$ cat config.mk
export PLATFORM = sky130hd
export DESIGN_NAME = button_command_record_playback
export DESIGN_NICKNAME = d
export VERILOG_FILES = /design/src/rtl/bcrp_pkg.sv /design/src/rtl/bcrp_regs.sv /design/src/rtl/bcrp_core.sv /design/src/rtl/button_command_record_playback.sv
export VERILOG_INCLUDE_DIRS = /design/src /design/src/rtl
export SDC_FILE = /design/constraint.sdc
export NUM_CORES = 1
export LEC_CHECK = 0
export BUFFER_PORTS_ARGS = -buffer_cell sky130_fd_sc_hd__buf_2
export CAP_MARGIN = 15
export CORE_UTILIZATION = 55
export CTS_BUF_LIST = sky130_fd_sc_hd__clkbuf_4 sky130_fd_sc_hd__clkbuf_8 sky130_fd_sc_hd__clkbuf_16
export DETAILED_ROUTE_END_ITERATION = 7
export PLACE_DENSITY = 0.77
export SLEW_MARGIN = 15
export SYNTH_ARGS = -nofsm -noshare
export SYNTH_HDL_FRONTEND = slang
export SYNTH_SLANG_ARGS = --single-unit
export TNS_END_PERCENT = 5
$ cat constraint.sdc
create_clock -name clk -period 12.1 [get_ports clk]
set_clock_uncertainty 0.1 [all_clocks]
set_input_delay 2.42 -clock clk [delete_from_list [all_inputs] [get_ports clk]]
set_output_delay 2.42 -clock clk [all_outputs]
set_load 0.02 [all_outputs]
$ cat src/rtl/button_command_record_playback_defines.svh
// assertion macros used by the recorder core
`ifndef BUTTON_COMMAND_RECORD_PLAYBACK_DEFINES_SVH
`define BUTTON_COMMAND_RECORD_PLAYBACK_DEFINES_SVH

// same-cycle implication, disabled while reset is low
`define BCRP_ASSERT_IMPL(label, clk, rst_n, ante, cons) \
	label: assert property (@(posedge clk) disable iff (!rst_n) (ante) |-> (cons)) \
		else $error("bcrp assertion failed");

// next-cycle implication, disabled while reset is low
`define BCRP_ASSERT_NEXT(label, clk, rst_n, ante, cons) \
	label: assert property (@(posedge clk) disable iff (!rst_n) (ante) |=> (cons)) \
		else $error("bcrp assertion failed");

`endif

$ cat src/rtl/bcrp_pkg.sv
// shared types and constants for the button command recorder
`default_nettype none

package bcrp_pkg;

	localparam int STORE_DEPTH = 10;
	localparam int CNT_W = $clog2(STORE_DEPTH + 1);
	localparam int IDX_W = (STORE_DEPTH > 1) ? $clog2(STORE_DEPTH) : 1;
	localparam int SLOT_W = CNT_W + 2;
	localparam int OUT_CNT_W = 4;
	localparam int SPAN_W = 17;
	localparam int DB_W = 13;
	localparam int ADDR_W = 5;
	localparam int DATA_W = 32;

	// command codes held in the store
	localparam logic [2:0] CODE_NONE = 3'd0;
	localparam logic [2:0] CODE_LEFT = 3'd1;
	localparam logic [2:0] CODE_RIGHT = 3'd2;
	localparam logic [2:0] CODE_UP = 3'd3;
	localparam logic [2:0] CODE_DOWN = 3'd4;

	// register indexes
	localparam logic [2:0] REG_DEBOUNCE = 3'd0;
	localparam logic [2:0] REG_FRAME = 3'd1;
	localparam logic [2:0] REG_WIDTH1 = 3'd2;
	localparam logic [2:0] REG_WIDTH2 = 3'd3;
	localparam logic [2:0] REG_WIDTH3 = 3'd4;
	localparam logic [2:0] REG_WIDTH4 = 3'd5;

	// reset values of the registers
	localparam logic [9:0] DEBOUNCE_RST = 10'd20;
	localparam logic [15:0] FRAME_RST = 16'd500;
	localparam logic [15:0] WIDTH1_RST = 16'd50;
	localparam logic [15:0] WIDTH2_RST = 16'd25;
	localparam logic [15:0] WIDTH3_RST = 16'd75;
	localparam logic [15:0] WIDTH4_RST = 16'd100;

	typedef struct packed {
		logic btn_left;
		logic btn_right;
		logic btn_up;
		logic btn_down;
		logic btn_clear;
		logic btn_pause;
		logic btn_go;
	} in_t;

	typedef struct packed {
		logic                 pulse_out;
		logic                 playing;
		logic [OUT_CNT_W-1:0] recorded_count;
		logic [OUT_CNT_W-1:0] played_count;
	} out_t;

	typedef struct packed {
		logic [9:0]       debounce_ticks;
		logic [15:0]      frame_ticks;
		logic [3:0][15:0] width_code;
	} cfg_t;

endpackage

`default_nettype wire

$ cat src/rtl/bcrp_regs.sv
// configuration registers behind the apb-style port
`default_nettype none

module bcrp_regs (
	input  wire logic                        clk,
	input  wire logic                        arst_n,
	input  wire logic                        psel,
	input  wire logic                        penable,
	input  wire logic                        pwrite,
	input  wire logic [bcrp_pkg::ADDR_W-1:0] paddr,
	input  wire logic [bcrp_pkg::DATA_W-1:0] pwdata,
	output logic      [bcrp_pkg::DATA_W-1:0] prdata,
	output logic                             pready,
	output bcrp_pkg::cfg_t                   cfg
);
	import bcrp_pkg::*;

	cfg_t       cfg_q;
	logic [2:0] reg_idx;
	logic       wr_en;

	assign reg_idx = paddr[4:2];
	assign wr_en = psel && penable && pwrite;
	assign pready = 1'b1;
	assign cfg = cfg_q;

	always_ff @(posedge clk or negedge arst_n) begin
		if (!arst_n) begin
			cfg_q.debounce_ticks <= DEBOUNCE_RST;
			cfg_q.frame_ticks <= FRAME_RST;
			cfg_q.width_code[0] <= WIDTH1_RST;
			cfg_q.width_code[1] <= WIDTH2_RST;
			cfg_q.width_code[2] <= WIDTH3_RST;
			cfg_q.width_code[3] <= WIDTH4_RST;
		end else if (wr_en) begin
			case (reg_idx)
				REG_DEBOUNCE: cfg_q.debounce_ticks <= pwdata[9:0];
				REG_FRAME:    cfg_q.frame_ticks <= pwdata[15:0];
				REG_WIDTH1:   cfg_q.width_code[0] <= pwdata[15:0];
				REG_WIDTH2:   cfg_q.width_code[1] <= pwdata[15:0];
				REG_WIDTH3:   cfg_q.width_code[2] <= pwdata[15:0];
				REG_WIDTH4:   cfg_q.width_code[3] <= pwdata[15:0];
				default: ;
			endcase
		end
	end

	always_comb begin
		case (reg_idx)
			REG_DEBOUNCE: prdata = DATA_W'(cfg_q.debounce_ticks);
			REG_FRAME:    prdata = DATA_W'(cfg_q.frame_ticks);
			REG_WIDTH1:   prdata = DATA_W'(cfg_q.width_code[0]);
			REG_WIDTH2:   prdata = DATA_W'(cfg_q.width_code[1]);
			REG_WIDTH3:   prdata = DATA_W'(cfg_q.width_code[2]);
			REG_WIDTH4:   prdata = DATA_W'(cfg_q.width_code[3]);
			default:      prdata = '0;
		endcase
	end

endmodule

`default_nettype wire

$ cat src/rtl/bcrp_core.sv
// loop pass, command store and busy span tracking for one tick
`default_nettype none

`include "button_command_record_playback_defines.svh"

module bcrp_core (
	input  wire logic           clk,
	input  wire logic           arst_n,
	input  wire logic           step,
	input  bcrp_pkg::in_t       levels,
	input  bcrp_pkg::cfg_t      cfg,
	output bcrp_pkg::out_t      result
);
	import bcrp_pkg::*;

	logic [2:0]        store_q [STORE_DEPTH];
	logic [CNT_W-1:0]  rec_q;
	logic [CNT_W-1:0]  play_q;
	logic              mode_q;
	logic [6:0]        prev_q;
	logic [SPAN_W-1:0] busy_elapsed_q;
	logic [SPAN_W-1:0] busy_len_q;
	logic [SPAN_W-1:0] pulse_begin_q;
	logic [SPAN_W-1:0] pulse_end_q;

	logic [2:0]        store_n [STORE_DEPTH];
	logic [CNT_W-1:0]  rec_n;
	logic [CNT_W-1:0]  play_n;
	logic              mode_n;
	logic [6:0]        prev_n;
	logic [SPAN_W-1:0] begin_n;
	logic [SPAN_W-1:0] end_n;
	logic [SPAN_W-1:0] len_n;

	logic              pass;
	logic [6:0]        lv;
	logic [6:0]        press;
	logic [6:0]        diff;
	logic              clr;
	logic [CNT_W-1:0]  rec_base;
	logic [CNT_W-1:0]  play_base;
	logic              recording;
	logic              replaying;
	logic [SLOT_W-1:0] slot;
	logic [SLOT_W-1:0] slot_d [4];
	logic [3:0]        wr;
	logic [2:0]        code;
	logic [2:0]        edges;
	logic [DB_W-1:0]   db;
	logic [15:0]       width;
	logic [15:0]       high;
	logic [15:0]       frame;
	logic              has_frame;
	logic [SPAN_W-1:0] el;
	logic [SPAN_W-1:0] el_inc;
	logic [SPAN_W-1:0] b_use;
	logic [SPAN_W-1:0] e_use;
	logic [SPAN_W-1:0] len_use;
	logic              pulse;

	assign pass = (busy_len_q == '0);
	assign lv = {levels.btn_go, levels.btn_pause, levels.btn_clear, levels.btn_down,
		levels.btn_up, levels.btn_right, levels.btn_left};
	assign press = prev_q & ~lv;
	assign diff = prev_q ^ lv;
	assign clr = press[4];

	// mode and base counts after the clear, pause and go presses
	always_comb begin
		if (press[6])
			mode_n = 1'b1;
		else if (press[5] || clr)
			mode_n = 1'b0;
		else
			mode_n = mode_q;
		rec_base = clr ? '0 : rec_q;
		play_base = clr ? '0 : play_q;
		recording = !mode_n && (rec_base < CNT_W'(STORE_DEPTH));
		replaying = mode_n && (play_base < CNT_W'(STORE_DEPTH));
	end

	// direction presses append in button order while room remains
	always_comb begin
		slot = SLOT_W'(rec_base);
		for (int d = 0; d < 4; d++) begin
			slot_d[d] = slot;
			wr[d] = recording && press[d] && (slot < SLOT_W'(STORE_DEPTH));
			if (wr[d])
				slot = slot + SLOT_W'(1);
		end
		rec_n = CNT_W'(slot);
		for (int e = 0; e < STORE_DEPTH; e++) begin
			store_n[e] = clr ? CODE_NONE : store_q[e];
			for (int d = 0; d < 4; d++) begin
				if (wr[d] && (slot_d[d] == SLOT_W'(e)))
					store_n[e] = 3'(d + 1);
			end
		end
		prev_n = {lv[6:4], recording ? lv[3:0] : prev_q[3:0]};
	end

	// playback read and frame timing
	always_comb begin
		code = (replaying && !clr) ? store_q[play_base[IDX_W-1:0]] : CODE_NONE;
		play_n = replaying ? play_base + CNT_W'(1) : play_base;
		has_frame = 1'b1;
		case (code)
			CODE_LEFT:  width = cfg.width_code[0];
			CODE_RIGHT: width = cfg.width_code[1];
			CODE_UP:    width = cfg.width_code[2];
			CODE_DOWN:  width = cfg.width_code[3];
			default: begin
				width = '0;
				has_frame = 1'b0;
			end
		endcase
		frame = has_frame ? cfg.frame_ticks : '0;
		high = (width > frame) ? frame : width;
		edges = 3'(diff[4]) + 3'(diff[5]) + 3'(diff[6]);
		if (recording)
			edges = edges + 3'(diff[0]) + 3'(diff[1]) + 3'(diff[2]) + 3'(diff[3]);
		db = DB_W'(edges) * DB_W'(cfg.debounce_ticks);
		begin_n = SPAN_W'(db);
		end_n = SPAN_W'(db) + SPAN_W'(high);
		len_n = SPAN_W'(db) + SPAN_W'(frame);
	end

	// position within the busy span for this tick
	always_comb begin
		el = pass ? '0 : busy_elapsed_q;
		b_use = pass ? begin_n : pulse_begin_q;
		e_use = pass ? end_n : pulse_end_q;
		len_use = pass ? len_n : busy_len_q;
		pulse = (el >= b_use) && (el < e_use);
		el_inc = el + SPAN_W'(1);
	end

	always_comb begin
		result.pulse_out = pulse;
		result.playing = pass ? mode_n : mode_q;
		result.recorded_count = OUT_CNT_W'(pass ? rec_n : rec_q);
		result.played_count = OUT_CNT_W'(pass ? play_n : play_q);
	end

	always_ff @(posedge clk or negedge arst_n) begin
		if (!arst_n) begin
			for (int e = 0; e < STORE_DEPTH; e++)
				store_q[e] <= CODE_NONE;
			rec_q <= '0;
			play_q <= '0;
			mode_q <= 1'b0;
			prev_q <= '0;
			busy_elapsed_q <= '0;
			busy_len_q <= '0;
			pulse_begin_q <= '0;
			pulse_end_q <= '0;
		end else if (step) begin
			if (pass) begin
				store_q <= store_n;
				rec_q <= rec_n;
				play_q <= play_n;
				mode_q <= mode_n;
				prev_q <= prev_n;
				pulse_begin_q <= begin_n;
				pulse_end_q <= end_n;
			end
			if (el_inc >= len_use) begin
				busy_elapsed_q <= '0;
				busy_len_q <= '0;
			end else begin
				busy_elapsed_q <= el_inc;
				busy_len_q <= len_use;
			end
		end
	end

	`BCRP_ASSERT_IMPL(a_elapsed_in_span, clk, arst_n, busy_len_q != '0, busy_elapsed_q < busy_len_q)
	`BCRP_ASSERT_IMPL(a_counts_bounded, clk, arst_n, 1'b1, (rec_q <= CNT_W'(STORE_DEPTH)) && (play_q <= CNT_W'(STORE_DEPTH)))
	`BCRP_ASSERT_IMPL(a_pulse_order, clk, arst_n, busy_len_q != '0, pulse_end_q >= pulse_begin_q)
	`BCRP_ASSERT_NEXT(a_busy_holds_state, clk, arst_n, step && !pass, $stable(rec_q) && $stable(play_q) && $stable(mode_q))

endmodule

`default_nettype wire

$ cat src/rtl/button_command_record_playback.sv
// top level: tick input register, loop pass core and drive result register
//
// channel | valid      | stall       | word
// --------+------------+-------------+-------------------------------
// tick    | tick_valid | tick_stall  | tick  (seven active-low buttons)
// drive   | drive_valid| drive_stall | drive (pulse, mode, counts)
//
// one tick word is taken every cycle while tick_stall is low; it goes into the tick register, then the drive register
// the pass logic and busy span update sit between the tick register and the drive register
// tick_stall rises only while both registers are full and drive_stall is high
// reset clears the store, counts, mode, previous levels and busy span at once
`default_nettype none

module button_command_record_playback (
	input  wire logic                        clk,
	input  wire logic                        arst_n,
	input  wire logic                        tick_valid,
	output logic                             tick_stall,
	input  bcrp_pkg::in_t                    tick,
	output logic                             drive_valid,
	input  wire logic                        drive_stall,
	output bcrp_pkg::out_t                   drive,
	input  wire logic                        psel,
	input  wire logic                        penable,
	input  wire logic                        pwrite,
	input  wire logic [bcrp_pkg::ADDR_W-1:0] paddr,
	input  wire logic [bcrp_pkg::DATA_W-1:0] pwdata,
	output logic      [bcrp_pkg::DATA_W-1:0] prdata,
	output logic                             pready
);
	import bcrp_pkg::*;

	cfg_t  cfg;
	in_t   tick_s1;
	logic  valid_s1;
	out_t  result;
	out_t  drive_q;
	logic  drive_valid_q;
	logic  advance;

	bcrp_regs u_regs (
		.clk     (clk),
		.arst_n  (arst_n),
		.psel    (psel),
		.penable (penable),
		.pwrite  (pwrite),
		.paddr   (paddr),
		.pwdata  (pwdata),
		.prdata  (prdata),
		.pready  (pready),
		.cfg     (cfg)
	);

	bcrp_core u_core (
		.clk    (clk),
		.arst_n (arst_n),
		.step   (advance),
		.levels (tick_s1),
		.cfg    (cfg),
		.result (result)
	);

	// the stage moves when the drive register is empty or being emptied
	assign advance = valid_s1 && (!drive_valid_q || !drive_stall);
	assign tick_stall = valid_s1 && !advance;
	assign drive_valid = drive_valid_q;
	assign drive = drive_q;

	always_ff @(posedge clk or negedge arst_n) begin
		if (!arst_n) begin
			valid_s1 <= 1'b0;
			drive_valid_q <= 1'b0;
		end else begin
			if (!tick_stall)
				valid_s1 <= tick_valid;
			if (advance)
				drive_valid_q <= 1'b1;
			else if (!drive_stall)
				drive_valid_q <= 1'b0;
		end
	end

	always_ff @(posedge clk) begin
		if (tick_valid && !tick_stall)
			tick_s1 <= tick;
		if (advance)
			drive_q <= result;
	end

endmodule

`default_nettype wire

==> flow_summary.ini <==
[status]
outcome = finished, final reports clean

[timing]
setup_violations = 0
fin_crit_sh = 0.836
tightest_slew_ns = 1.06
hold_viol_final = 0
fmax_ghz = 0.0989
period_minus_slack_ns = 10.12
relSlewSlack = 0.290
tns_ns = 0
grt_setup_unrepaired = no
final-max-slew-violation-count = 0

[die]
die_w_um = 174
num_io_pins = 96
core_um2 = 28900
chipHeight_um = 174
rows = 62
start_util = 0.561
fp.dieArea_um2 = 30100

[yosys]
synth_top_area_frac = 0.286
yosys_most_used_dff = dfrtp_1
synth_edf_count = 17
ys_seq_area_frac = 0.351
synth-seq-cells = 223
ys_types = 96
synth_largest_area_cell = dfrtp_1
yosys_warnings = 0
synth_area_um2 = 16200
synthCells = 1748
syn-mean-instance-area_um2 = 9.27
ys_async_sr_fraction = 0.924
synth_area_leaders = dfrtp_1 29%, ha_1 10%, mux2_2 8.0%

[detailed_routing]
drt_iter0_drc = 1044
first_pass_iters = 5
num_vias = 13200
wl_met1_um = 19200
met3_length_um = 2760
routed.top_layer = met4
ant_nets = 0
post_drt_via_cell_ratio = 6.09
route.detailed.wl_per_inst_um = 19.0
routed_wl_um = 41200
met2WireLength_um = 18400
drcViolationCount = 0

[critical_path]
crit_arrival_ns = 10.24
crit_path_start_kind = flip-flop
required_ns = 12.22
slowest_stage = a2111oi_0
worstRegToRegCells = 33
crit_path_max_fanout = 27
cpPeakStageDelay_ns = 0.72
worst_setup_path_end_kind = flip-flop
worst-setup-path-type = reg2reg
reg2reg_slack_ns = 1.98
path_common_cell = ha_1

[clock_tree]
ctsResizeCount = 0
postCtsHoldBufs = 0
clock-sinks = 223
cts.clk_slew.worst_paths_ns = 0.06
clock_latency_ns = 0.53
ctsRootBufferMaster = clkbuf_16
post_cts_buffers = 0
tritoncts = yes
htreeDepth = 1
cts_buffers = 25
clock_path_buffers = 3

[placed_design]
port_buffers = 60
place_inst = 2128
place_congestion = 0.925
hpwlAfterDp_um = 30700

[cells_and_area]
multi_input_area_um2 = 9810
fillCellCount = 2403
antenna_cells = 0
drive_gt1_frac = 0.168
final-instance-count-excl-fill = 2173
regArea_um2 = 5690
area_delta_synth_final_pct = 8.67
fin_nets = 1968

[grt]
grt_pass1_vias = 13100
antenna_found_initial = 0
grt_pass1_wl_um = 67800
grt_start_max_net_pins = 74
grt_usage = 0.276
gr-total-overflow = 0

[job]
maxCapViolCount = 0

[hold_path]
holdPathStages = 2
hold_class = reg2reg
==> cell usage after synthesis (all sizes together) (18+ instances only) <==
cell and count:
nand2 248, dfrtp 185, ha 131, mux2 116
o21ai 108, nor2 104, a21oi 95, inv 87
clkbuf 62, mux2i 62, nand3 42, and2 37
buf 36, a21o 32, nor3 31, xnor2 29
a22o 24, dfstp 21, xor2 21, nand4 18
==> cell type report <==
cell class                 count  share of cell area
clock inverter                 6             0.00483
sequential                   223               0.323
tap                          384              0.0273
multi-input combinational   1355               0.557
timing repair buffer          79              0.0257
inverter                      87              0.0186
clock buffer                  39              0.0433
==> path summary, 6_finish.rpt <==
path                                         startpoint                      end
worst max-delay path                   u_core.prev_q[4]                 drive[9]
worst min-delay path            u_core.pulse_begin_q[2]  u_core.pulse_begin_q[2]
worst max register to register         u_core.prev_q[4]                 drive[9]
worst min register to register  u_core.pulse_begin_q[2]  u_core.pulse_begin_q[2]
max in group asynchronous                        arst_n           u_regs.cfg[43]
min in group asynchronous                        arst_n        u_core.store_q[8]
==> critical path, delay by kind of cell (launching register included) <==
| family | cells | cell delay (ns) |
|---|---|---|
| simple gates | 9 | 1.99 |
| buf+inv | 2 | 0.67 |
| compound gates | 17 | 5.08 |
| fa+ha+maj | 4 | 1.14 |
| mux | 1 | 0.43 |
| flops | 1 | 0.38 |
==> layer usage <==
metal  global-route usage  vias up
met4               0.0804        0
met2                0.432      495
li1                     -     6266
met1                0.401     6398
met5                    0        -
met3               0.0353       67
==> flip-flops by register name (all words and copies together) (netlist names) <==
register               cells
u_core.pulse_end_q        17
u_core.prev_q              7
u_core.mode_q              1
u_core.busy_len_q         17
u_core.pulse_begin_q      17
valid_s1                   1
u_regs.cfg                90
drive_valid                1
drive                     10
u_core.rec_q               4
u_core.play_q              4
u_core.busy_elapsed_q     17
u_core.store_q            30
tick_s1                    7
==> cells in the final DEF, fill, tap and decap left out, types with 18 or more instances in the layout <==
master / count
nand3_1: 41
a21o_1: 32
xnor2_1: 29
xor2_1: 21
and2_1: 35
nand4_1: 18
mux2_2: 115
nor2_1: 101
a21oi_1: 94
dfstp_2: 21
buf_4: 19
nor3_1: 28
o21ai_0: 99
dfrtp_1: 185
clkbuf_16: 25
nand2_1: 245
inv_1: 85
mux2i_1: 62
buf_2: 59
ha_1: 131
a22o_1: 24
==> kinds of logic after synthesis <==
logic type,count (synthesis),share of synthesized area
and+or+nand+nor,555,0.158
buffers and inverters,185,0.0487
adders and majority gates,146,0.120
xor gates and xnor gates,50,0.0270
muxes,182,0.125
AOI/OAI and AO/OA,405,0.170
DFF,223,0.351
other,2,0.000464
==> metrics by stage <==
step           hold WS [ns]  worst slack [ns]  instance area [um^2]  utilization
6_report              0.373              1.98                 17600        0.610
5_1_grt               0.394              1.28                 17600        0.610
4_1_cts               0.376              2.04                 17600        0.610
2_1_floorplan         0.344              3.48                 16300            -
3_3_place_gp          0.357              2.24                 16800        0.581
3_5_place_dp          0.361              2.07                 16800        0.581
Power is not shown: default switching activity piles up to over one toggle a cycle in this logic, so the estimate is an artifact.
